--- src/rtl/core/assert_macros.svh ---
// ---------------------------------------------------------------------------
// Assertion macros
// Concurrent assertion helpers shared by the RTL; empty under synthesis.
// ---------------------------------------------------------------------------
`ifndef ASSERT_MACROS_SVH
`define ASSERT_MACROS_SVH
`ifndef SYNTHESIS
// cond must hold whenever trig holds
`define ASSERT_IMPL(label, clk, rst_n, trig, cond, msg) \
    label: assert property (@(posedge clk) disable iff (!rst_n) (trig) |-> (cond)) \
        else $error(msg);
// cond must hold in the cycle after trig
`define ASSERT_NEXT(label, clk, rst_n, trig, cond, msg) \
    label: assert property (@(posedge clk) disable iff (!rst_n) (trig) |=> (cond)) \
        else $error(msg);
`else
`define ASSERT_IMPL(label, clk, rst_n, trig, cond, msg)
`define ASSERT_NEXT(label, clk, rst_n, trig, cond, msg)
`endif
`endif

--- src/rtl/core/fralloc_pkg.sv ---
// ---------------------------------------------------------------------------
// fralloc_pkg
// Shared types, codes and defaults of the frame allocator.
// ---------------------------------------------------------------------------
package fralloc_pkg;

    localparam int NUM_FRAMES_DEF  = 4096;
    localparam int COUNT_WIDTH_DEF = 16;
    localparam logic [12:0] FRAME_LIMIT_RST = 13'd4096;

    // request codes
    localparam logic [2:0] REQ_ALLOC_ONE = 3'd0;
    localparam logic [2:0] REQ_ALLOC_RUN = 3'd1;
    localparam logic [2:0] REQ_FREE      = 3'd2;
    localparam logic [2:0] REQ_ADD_REF   = 3'd3;
    localparam logic [2:0] REQ_READ      = 3'd4;
    localparam logic [2:0] REQ_MARK      = 3'd5;

    // status codes
    localparam logic [2:0] ST_OK       = 3'd0;
    localparam logic [2:0] ST_OOM      = 3'd1;
    localparam logic [2:0] ST_INVALID  = 3'd2;
    localparam logic [2:0] ST_NOTALLOC = 3'd3;
    localparam logic [2:0] ST_OVERFLOW = 3'd4;

    typedef enum logic [3:0] {
        DP_NOP,
        DP_CLEAR,
        DP_LATCH,
        DP_RESULT,
        DP_SCAN_INIT,
        DP_SCAN_WORD,
        DP_SCAN_BIT,
        DP_WALK_ALLOC,
        DP_WALK_MARK,
        DP_WALK_LOAD,
        DP_WALK_BIT,
        DP_FRAME_RD,
        DP_FRAME_OP,
        DP_OUT_LOAD
    } dp_op_t;

    typedef struct packed {
        dp_op_t     op;
        logic [2:0] code;   // status for DP_RESULT
    } dp_cmd_t;

    typedef struct packed {
        logic clr_done;
        logic dec_alloc;
        logic dec_frame;
        logic dec_mark;
        logic len_bad;
        logic len_oom;
        logic frame_bad;
        logic mark_nop;
        logic past_lim;
        logic word_found;
        logic word_skip;
        logic bit_found;
        logic word_end;
        logic walk_last;
        logic out_free;
    } dp_stat_t;

endpackage

--- src/rtl/core/fralloc_ctrl.sv ---
// ---------------------------------------------------------------------------
// fralloc_ctrl
// Sequencer: clearing pass, decode, scan, walk, frame update and response.
// ---------------------------------------------------------------------------
module fralloc_ctrl (
    input  logic                  clk,
    input  logic                  rst_n,
    input  logic                  in_valid,
    output logic                  in_ready,
    input  fralloc_pkg::dp_stat_t stat,
    output fralloc_pkg::dp_cmd_t  cmd
);
    import fralloc_pkg::*;

    typedef enum logic [12:0] {
        S_CLEAR    = 13'b0000000000001,
        S_IDLE     = 13'b0000000000010,
        S_DECODE   = 13'b0000000000100,
        S_SCAN_RD  = 13'b0000000001000,
        S_SCAN_EV  = 13'b0000000010000,
        S_SCAN_BIT = 13'b0000000100000,
        S_WALK_INI = 13'b0000001000000,
        S_WALK_RD  = 13'b0000010000000,
        S_WALK_LD  = 13'b0000100000000,
        S_WALK_BIT = 13'b0001000000000,
        S_FRAME_RD = 13'b0010000000000,
        S_FRAME_OP = 13'b0100000000000,
        S_RESP     = 13'b1000000000000
    } state_t;

    state_t state_reg, state_next;

    assign in_ready = state_reg == S_IDLE;

    always_comb
    begin
        state_next = state_reg;
        cmd.op     = DP_NOP;
        cmd.code   = ST_OK;
        unique case (state_reg)
            S_CLEAR:
            begin
                cmd.op = DP_CLEAR;
                if (stat.clr_done)
                begin
                    state_next = S_IDLE;
                end
            end
            S_IDLE:
            begin
                if (in_valid)
                begin
                    cmd.op     = DP_LATCH;
                    state_next = S_DECODE;
                end
            end
            S_DECODE:
            begin
                priority if (stat.dec_alloc)
                begin
                    if (stat.len_bad || stat.len_oom)
                    begin
                        cmd.op     = DP_RESULT;
                        cmd.code   = stat.len_bad ? ST_INVALID : ST_OOM;
                        state_next = S_RESP;
                    end
                    else
                    begin
                        cmd.op     = DP_SCAN_INIT;
                        state_next = S_SCAN_RD;
                    end
                end
                else if (stat.dec_frame)
                begin
                    if (stat.frame_bad)
                    begin
                        cmd.op     = DP_RESULT;
                        cmd.code   = ST_INVALID;
                        state_next = S_RESP;
                    end
                    else
                    begin
                        state_next = S_FRAME_RD;
                    end
                end
                else if (stat.dec_mark)
                begin
                    if (stat.mark_nop)
                    begin
                        cmd.op     = DP_RESULT;
                        state_next = S_RESP;
                    end
                    else
                    begin
                        cmd.op     = DP_WALK_MARK;
                        state_next = S_WALK_RD;
                    end
                end
                else
                begin
                    cmd.op     = DP_RESULT;
                    cmd.code   = ST_INVALID;
                    state_next = S_RESP;
                end
            end
            S_SCAN_RD:
            begin
                if (stat.past_lim)
                begin
                    cmd.op     = DP_RESULT;
                    cmd.code   = ST_OOM;
                    state_next = S_RESP;
                end
                else
                begin
                    state_next = S_SCAN_EV;
                end
            end
            S_SCAN_EV:
            begin
                cmd.op = DP_SCAN_WORD;
                priority if (stat.word_found)
                begin
                    state_next = S_WALK_INI;
                end
                else if (stat.word_skip)
                begin
                    state_next = S_SCAN_RD;
                end
                else
                begin
                    state_next = S_SCAN_BIT;
                end
            end
            S_SCAN_BIT:
            begin
                priority if (stat.past_lim)
                begin
                    cmd.op     = DP_RESULT;
                    cmd.code   = ST_OOM;
                    state_next = S_RESP;
                end
                else if (stat.bit_found)
                begin
                    cmd.op     = DP_SCAN_BIT;
                    state_next = S_WALK_INI;
                end
                else
                begin
                    cmd.op = DP_SCAN_BIT;
                    if (stat.word_end)
                    begin
                        state_next = S_SCAN_RD;
                    end
                end
            end
            S_WALK_INI:
            begin
                cmd.op     = DP_WALK_ALLOC;
                state_next = S_WALK_RD;
            end
            S_WALK_RD:
            begin
                state_next = S_WALK_LD;
            end
            S_WALK_LD:
            begin
                cmd.op     = DP_WALK_LOAD;
                state_next = S_WALK_BIT;
            end
            S_WALK_BIT:
            begin
                cmd.op = DP_WALK_BIT;
                priority if (stat.walk_last)
                begin
                    state_next = S_RESP;
                end
                else if (stat.word_end)
                begin
                    state_next = S_WALK_RD;
                end
                else
                begin
                    state_next = S_WALK_BIT;
                end
            end
            S_FRAME_RD:
            begin
                cmd.op     = DP_FRAME_RD;
                state_next = S_FRAME_OP;
            end
            S_FRAME_OP:
            begin
                cmd.op     = DP_FRAME_OP;
                state_next = S_RESP;
            end
            S_RESP:
            begin
                if (stat.out_free)
                begin
                    cmd.op     = DP_OUT_LOAD;
                    state_next = S_IDLE;
                end
            end
            default:
            begin
                state_next = S_CLEAR;
            end
        endcase
    end

    always_ff @(posedge clk or negedge rst_n)
    begin
        if (!rst_n)
        begin
            state_reg <= S_CLEAR;
        end
        else
        begin
            state_reg <= state_next;
        end
    end

endmodule
--- config.mk ---
export PLATFORM = sky130hd
export DESIGN_NAME = fralloc_ctrl
export DESIGN_NICKNAME = d
export VERILOG_FILES = /design/src/rtl/core/assert_macros.svh /design/src/rtl/core/fralloc_pkg.sv /design/src/rtl/core/fralloc_ctrl.sv
export SDC_FILE = /design/constraint.sdc
export NUM_CORES = 1
export LEC_CHECK = 0
export ABC_AREA = 1
export BUFFER_PORTS_ARGS = -buffer_cell sky130_fd_sc_hd__clkbuf_2
export CORE_MARGIN = 5
export CORE_UTILIZATION = 44
export CTS_BUF_LIST = sky130_fd_sc_hd__clkbuf_8
export DETAILED_ROUTE_END_ITERATION = 16
export GPL_ROUTABILITY_DRIVEN = 1
export GPL_TIMING_DRIVEN = 0
export PLACE_DENSITY = 0.67
export SLEW_MARGIN = 20
export SYNTH_ARGS = -nofsm -noshare
export SYNTH_HDL_FRONTEND = slang
export SYNTH_SLANG_ARGS = --single-unit
export TNS_END_PERCENT = 10
--- constraint.sdc ---
create_clock -name clk -period 4.21 [get_ports clk]
set_input_delay 0.421 -clock clk [delete_from_list [all_inputs] [get_ports clk]]
set_output_delay 0.421 -clock clk [all_outputs]
set_load 0.005 [all_outputs]
==> results.txt, run 1 <==
flop-to-flop setup slack: 2680 ps
commonest non-fill, non-tap cells in the layout: nand2_1 (32), nor2_1 (31), clkbuf_2 (24)
pwr/cell area: 374 nW/um2
first-pass GRT wire length: 4.47 mm
Critical path destination: cmd[4]
Setup crit start: state_reg[10]$_DFFE_PN0P_
DPL Wire Length: 2.23 mm
number of synthesized flops with an enable pin: 0
instance count on the critical path: 9
share of cells above drive strength 1: 0.306
post-synthesis register bit count: 13
Yosys warnings: 0
clock sink count: 13
initial antenna violation count: 0
post-route ant nets: 0
Overflow after GRT: 0
Setup TNS: 0 ps
critical path class: flop to primary output
Slowest cell on crit path: dfrtp_1
post-CTS setup buffers: 0
top cell type by total area after synthesis: dfrtp_1
Yosys cell types: 29
max incr delay on CP: 400 ps
critical path peak fanout: 10
peak supply drop: 300 uV
post-route cell area: 1330 um2
Layout Skew: 1.63 ps
WL/cell: 11.7 um
Critical Path Source Type: flop
core area: 2450 um2
top cells by area, synth: dfrtp_1 (27%), nand2_1 (11%), nor2_1 (10%)
row cnt: 18
TritonCTS clock tree: done
Mapped Cells: 165
worst r2r path cells: 8
syn avg cell area: 6.80 um2
syn_nets: 183
# DRC: 0
Hold Crit Class: primary input to asynchronous set/reset pin
clk buf depth: 2
final hold viol count: 0
Ports: 26
Num CTS Buffers: 3
Final Wtd Congestion: 0.834
commonest non-fill, non-tap cell in the layout: nand2_1
Initial Util: 0.457
Post-Syn Area: 1120 um2
WP data required: 3790 ps
largest net degree at the start of global routing: 14
1st-pass router iterations: 4
chip width: 60.5 um
r2r startpoint: state_reg[10]$_DFFE_PN0P_
Worst EP arrival: 1780 ps
register area share after synthesis: 0.291
fin crit period: 2210 ps
period utilisation layout: 0.524
Final setup viols: 0
n_diodes: 0
Layout area overhead: 18.1%
worst skew pair latency: 250 ps
Max Cap Viol: 0
fill cell count: 254
hold_buf cts: 0
r2r endpoint: state_reg[3]$_DFFE_PN0P_
delay-heaviest family, CP: simple AND/OR/NAND/NOR gates
detailed-route via count: 1,103
WL final: 2.61 mm
status: completed
CP endpoint kind: primary output
vias per std cell: 4.95
Pleak: 0.740 nW
max FFs per register: 13
unrepaired setup endpoints after global routing: false
area post-placement: 1280 um2
worst-path cell chain: nor2_2, nand3_2, inv_2, buf_6, nand2_1, nor2_1, a21oi_2, o2111ai_1, clkbuf_2
clk slew on worst S/H paths: 60 ps
post-synth top area share: 0.268
post-CTS sizing: 0
root buf cell: clkbuf_8
die height: 60.5 um
CP Buf/Inv Count: 3
Fmax: 453 MHz
Max Slew Vio Count: 0
die area: 3660 um2
Layout Nets: 212
port buffer count: 24
vias in the first global route: 1,036
Async SR Flop Fraction: 1.00
H-tree levels: 1
Initial DRC Count: 37
Total GRT Usage: 0.164
predominant post-synthesis flop cell: dfrtp_1
Yosys cell counts (2+ instances only):
cell / instances
nand2_1: 32
nor2_1: 31
inv_1: 22
nand3_1: 15
dfrtp_1: 12
nor2_4: 7
nor3_1: 6
nand2_2: 5
nor2_2: 5
nand2_4: 3
o21ai_0: 3
o21ai_1: 3
a21oi_2: 2
inv_2: 2
nand3b_1: 2
o31ai_1: 2
worst min-delay path by stage:
stage | from | endpoint | slack, ps | cells after the start
after floorplan | rst_n | state_reg[10]$_DFFE_PN0P_ | 130 | 0
after global placement | rst_n | state_reg[11]$_DFFE_PN0P_ | 340 | 1
after detailed placement | rst_n | state_reg[12]$_DFFE_PN0P_ | 350 | 1
after CTS | rst_n | state_reg[12]$_DFFE_PN0P_ | 80 | 1
after global routing | rst_n | state_reg[12]$_DFFE_PN0P_ | 90 | 1
final | rst_n | state_reg[12]$_DFFE_PN0P_ | 70 | 1
layer usage:
layer	routed length [um]	global-route usage
met5	0	0
met4	54	0.0743
met3	153	0.0404
met2	1200	0.252
met1	1200	0.218
cells by family (layout without fill, tap and decap cells):
logic type / after synthesis / after routing / share of synthesized area
buf+inv: 27 / 55 / 0.101
compound gates: 13 / 13 / 0.0780
simple gates: 111 / 111 / 0.526
other cells: 1 / 1 / 0.00334
flops: 13 / 13 / 0.291
worst reg2reg max path, cell delays in order (launching register included):
cell	delay, ps
dfrtp_1	400
nor2_2	210
nand3_2	90
inv_2	120
buf_6	160
nand2_2	100
nor3_2	180
nor3_1	100
nor2_2	100
through the flow:
step                worst slack [ps]  cells  hold slack (ps)  power, mW  utilization
detailed placement              2280    219              346      0.389        0.521
CTS                             2000    223             77.7      0.503        0.540
finish                          2000    223             70.3      0.495        0.540
floorplan                       2570    165              125      0.330            -
global route                    1890    223             90.9      0.537        0.540
global placement                2300    219              340      0.386        0.521
final cells by class:
cell class,instances,area (um2),share of cell area
inverters,25,95.1,0.0718
flip-flops and latches,13,327,0.246
plain buffers,2,18.8,0.0142
clock buffers,3,41.3,0.0312
well taps,30,37.5,0.0283
multi-input cells,125,682,0.515
repair buffers,24,120,0.0907
clock inverters,1,3.75,0.00283
report_power, final:
part,internal [mW],switching [mW]
sequential,0.141,0.0136
combinational,0.0857,0.144
clock,0.0645,0.0461
total,0.292,0.204
Power figures use the tool's default switching activity.
==> run 2: changes to the inputs <==
==> constraint.sdc (replaced) <==
create_clock -name clk -period 2.2 [get_ports clk]
set_input_delay 0.22 -clock clk [delete_from_list [all_inputs] [get_ports clk]]
set_output_delay 0.22 -clock clk [all_outputs]
set_load 0.005 [all_outputs]
==> results.txt, run 2 (synthesized netlist as in run 1, its figures left out) <==
Layout Skew: 1.63 ps
clk slew on worst S/H paths: 60 ps
Slowest cell on crit path: dfrtp_1
Layout Nets: 213
Worst EP arrival: 1780 ps
port buffer count: 24
post-CTS sizing: 0
max incr delay on CP: 400 ps
worst skew pair latency: 250 ps
commonest non-fill, non-tap cells in the layout: nand2_1 (32), nor2_1 (31), clkbuf_2 (24)
fin crit period: 2000 ps
Final Wtd Congestion: 0.834
WL final: 2.62 mm
share of cells above drive strength 1: 0.304
worst-path cell chain: nor2_2, nand3_2, inv_2, buf_6, nand2_1, nor2_1, a21oi_2, o2111ai_1, clkbuf_2
H-tree levels: 1
Num CTS Buffers: 3
# DRC: 0
peak supply drop: 573 uV
post-route ant nets: 0
clk buf depth: 2
worst r2r path cells: 8
pwr/cell area: 711 nW/um2
critical path class: flop to primary output
vias per std cell: 4.93
Total GRT Usage: 0.164
root buf cell: clkbuf_8
dpl cells: 219
r2r endpoint: state_reg[3]$_DFFE_PN0P_
TritonCTS clock tree: done
row cnt: 18
Layout area overhead: 19.0%
Post-Layout Cell Count: 224
CP Buf/Inv Count: 3
Ports: 26
clock sink count: 13
DPL Wire Length: 2.23 mm
Final setup viols: 0
Hold EP: state_reg[5]$_DFFE_PN0P_
die area: 3660 um2
initial antenna violation count: 0
1st-pass router iterations: 4
critical path peak fanout: 10
commonest non-fill, non-tap cell in the layout: nand2_1
detailed-route via count: 1,105
period utilisation layout: 0.911
largest net degree at the start of global routing: 14
chip width: 60.5 um
WP data required: 1980 ps
die height: 60.5 um
Critical Path Source Type: flop
Setup crit start: state_reg[10]$_DFFE_PN0P_
Initial DRC Count: 39
Hold Crit Class: primary input to flop
core area: 2450 um2
flop-to-flop setup slack: 670 ps
Hold Path Origin: stat[4]
Min-Delay Path Depth: 2
n_diodes: 0
Max Slew Vio Count: 0
r2r startpoint: state_reg[10]$_DFFE_PN0P_
Initial Util: 0.457
Pleak: 0.745 nW
vias in the first global route: 1,039
first-pass GRT wire length: 4.49 mm
WL/cell: 11.7 um
delay-heaviest family, CP: simple AND/OR/NAND/NOR gates
final hold viol count: 0
unrepaired setup endpoints after global routing: false
Setup TNS: 0 ps
max FFs per register: 13
Max Cap Viol: 0
CP endpoint kind: primary output
status: completed
Overflow after GRT: 0
Fmax: 499 MHz
==> run 2: cell types whose count changed in the layout (fill, tap and decap cells not counted) <==
cell,change
dlygate4sd3_1,+1
==> run 2: worst max path at each step <==
stage	to	slack, ps	cells after the start
6_report	cmd[4]	200	9
5_1_grt	cmd[5]	80	9
4_1_cts	cmd[4]	190	9
3_5_place_dp	cmd[4]	470	9
3_3_place_gp	cmd[4]	490	9
2_1_floorplan	cmd[3]	760	7
==> run 2: per-stage QoR <==
| step | worst slack [ps] | utilization | total power [mW] | hold WS [ps] | area (um2) |
|---|---|---|---|---|---|
| 4_1_cts | 191 | 0.544 | 0.963 | 164 | 1340 |
| 5_1_grt | 83.3 | 0.544 | 1.03 | 180 | 1340 |
| 2_1_floorplan | 757 | - | 0.631 | -75.6 | 1120 |
| 3_5_place_dp | 468 | 0.521 | 0.744 | 145 | 1280 |
| 6_report | 196 | 0.544 | 0.949 | 170 | 1340 |
| 3_3_place_gp | 488 | 0.521 | 0.739 | 139 | 1280 |
==> run 2: routing by layer <==
metal,vias to the layer above,GRT usage,share of wire
met5,-,0,0
met4,0,0.0743,0.021
met3,5,0.0404,0.059
met2,27,0.252,0.46
met1,501,0.219,0.46
li1,572,-,-
==> run 2: area by class of cell <==
type	instances	area (um2)
tap	30	37.5
clock buffer	3	41.3
buffer	2	18.8
fill	253	1120
clock inverter	1	3.75
multi-input combinational	125	682
inverter	25	95.1
sequential	13	327
timing repair buffer	25	130
==> run 2: timing repair <==
item	CTS	global route
hold buffers	1	0
buffers inserted	0	0
endpoints found under the setup margin	0	0
endpoints found under the hold margin	12	0
==> run 2: worst register-to-register path, stage by stage (launching register included) <==
cell and delay [ps]:
dfrtp_1 400, nor2_2 210, nand3_2 90, inv_2 120, buf_6 160, nand2_2 100
nor3_2 180, nor3_1 100, nor2_2 100
==> run 2: report_power, final <==
group / total (mW) / internal [mW] / switching, mW
Combinational: 0.441 / 0.165 / 0.276
Clock: 0.212 / 0.123 / 0.0882
Sequential: 0.297 / 0.271 / 0.0260
==> run 3: changes to the inputs <==
--- a/config.mk
+++ b/config.mk
@@ -6,13 +6,14 @@
 export NUM_CORES = 1
 export LEC_CHECK = 0
 export ABC_AREA = 1
-export BUFFER_PORTS_ARGS = -buffer_cell sky130_fd_sc_hd__clkbuf_2
+export BUFFER_PORTS_ARGS = -buffer_cell sky130_fd_sc_hd__buf_2
 export CORE_MARGIN = 5
 export CORE_UTILIZATION = 44
 export CTS_BUF_LIST = sky130_fd_sc_hd__clkbuf_8
 export DETAILED_ROUTE_END_ITERATION = 16
 export GPL_ROUTABILITY_DRIVEN = 1
 export GPL_TIMING_DRIVEN = 0
+export MAX_ROUTING_LAYER = met4
 export PLACE_DENSITY = 0.67
 export SLEW_MARGIN = 20
 export SYNTH_ARGS = -nofsm -noshare
==> results.txt, run 3 (synthesized netlist as in run 1, its figures left out) <==
WL/cell: 11.7 um
GR met3 Demand/Resource: 0.0255
die height: 60.5 um
H-tree levels: 1
Max Slew Vio Count: 0
Layout Nets: 213
Hold EP: state_reg[5]$_DFFE_PN0P_
WP data required: 1980 ps
Max Cap Viol: 0
Ports: 26
peak supply drop: 643 uV
worst r2r path cells: 8
final hold viol count: 0
critical path class: flop to primary output
global routing usage on met2: 0.265
Critical Path Source Type: flop
Final setup viols: 0
# DRC: 0
1st-pass router iterations: 4
r2r endpoint: state_reg[3]$_DFFE_PN0P_
worst skew pair latency: 240 ps
critical path peak fanout: 10
Overflow after GRT: 0
period utilisation layout: 0.901
share of cells above drive strength 1: 0.304
row cnt: 18
Total GRT Usage: 0.168
clock sink count: 13
port buffer count: 24
Num CTS Buffers: 3
Final Wtd Congestion: 0.853
DPL Wire Length: 2.22 mm
die area: 3660 um2
commonest non-fill, non-tap cells in the layout: nand2_1 (32), nor2_1 (31), buf_2 (24)
detailed-route via count: 1,117
unrepaired setup endpoints after global routing: false
pwr/cell area: 708 nW/um2
vias per std cell: 4.99
Worst EP arrival: 1760 ps
Layout area overhead: 19.0%
Min-Delay Path Depth: 2
max FFs per register: 13
CP endpoint kind: primary output
status: completed
Hold Crit Class: primary input to flop
largest net degree at the start of global routing: 14
DP Worst Slack: 482 ps
Layout Skew: 3.89 ps
Initial DRC Count: 48
Pleak: 0.746 nW
commonest non-fill, non-tap cell in the layout: nand2_1
clk buf depth: 2
post-route ant nets: 0
post-CTS setup buffers: 0
flop-to-flop setup slack: 660 ps
first-pass GRT wire length: 4.49 mm
GR peak layer: met2
fin crit period: 1980 ps
post-CTS sizing: 0
Setup crit start: state_reg[10]$_DFFE_PN0P_
vias in the first global route: 1,073
Fmax: 504 MHz
TritonCTS clock tree: done
Hold Path Origin: stat[4]
r2r startpoint: state_reg[10]$_DFFE_PN0P_
Final Worst Setup Slack: 218 ps
initial antenna violation count: 0
clk slew on worst S/H paths: 60 ps
chip width: 60.5 um
n_diodes: 0
post-route cell area: 1340 um2
area post-placement: 1280 um2
Setup TNS: 0 ps
root buf cell: clkbuf_8
Initial Util: 0.457
core area: 2450 um2
met1 Use GR: 0.218
WL final: 2.61 mm
-- run 3: cell types whose count changed in the layout (fill, tap and decap cells not counted), sizes merged --
cell	delta
buf	+24
clkbuf	-24
-- run 3: layer usage --
| metal | vias to the layer above | wire length [um] | share of wire |
|---|---|---|---|
| met4 | 0 | 39 | 0.015 |
| li1 | 577 | - | - |
| met5 | - | 0 | 0 |
| met2 | 37 | 1170 | 0.45 |
| met1 | 498 | 1270 | 0.49 |
| met3 | 5 | 135 | 0.052 |
-- run 3: per-stage QoR --
| step | hold WS [ps] | utilization | power (mW) | cells |
|---|---|---|---|---|
| after global routing | 185 | 0.544 | 1.02 | 224 |
| after global placement | 128 | 0.521 | 0.739 | 219 |
| after CTS | 175 | 0.544 | 0.957 | 224 |
| after floorplan | -75.6 | - | 0.631 | 165 |
| after detailed placement | 132 | 0.521 | 0.740 | 219 |
| final | 174 | 0.544 | 0.946 | 224 |
-- run 3: report_power, final --
group | leakage [nW] | internal (mW) | switching (mW)
logic | 0.542 | 0.165 | 0.273
clock network | 0.0269 | 0.123 | 0.0878
registers | 0.177 | 0.271 | 0.0259
-- run 3: worst max-delay path by stage --
stage | end | depth (start not counted)
after floorplan | cmd[3] | 7
after global placement | cmd[4] | 9
after detailed placement | cmd[5] | 9
after CTS | cmd[5] | 9
after global routing | cmd[5] | 9
final | cmd[5] | 9
-- run 3: layout make-up --
type,instances,area [um2]
clock inverter,1,3.75
tap,30,37.5
buffer,2,18.8
fill,251,1120
sequential,13,327
timing repair buffer,25,130
clock buffer,3,41.3
inverter,25,95.1
multi-input combinational,125,682
-- run 3: what timing repair did --
| item | CTS | global route |
|---|---|---|
| endpoints found under the hold margin | 12 | 0 |
| hold buffers | 1 | 0 |
| endpoints found under the setup margin | 0 | 0 |
-- run 3: worst max-delay path: stages, from the launching register on --
cell     delay, ps
dfrtp_1        400
nor2_2         210
nand3_2         90
inv_2          120
buf_6          150
nand2_2        100
nor3_2         200
nor3_1          80
nand2_1         70
buf_2          110
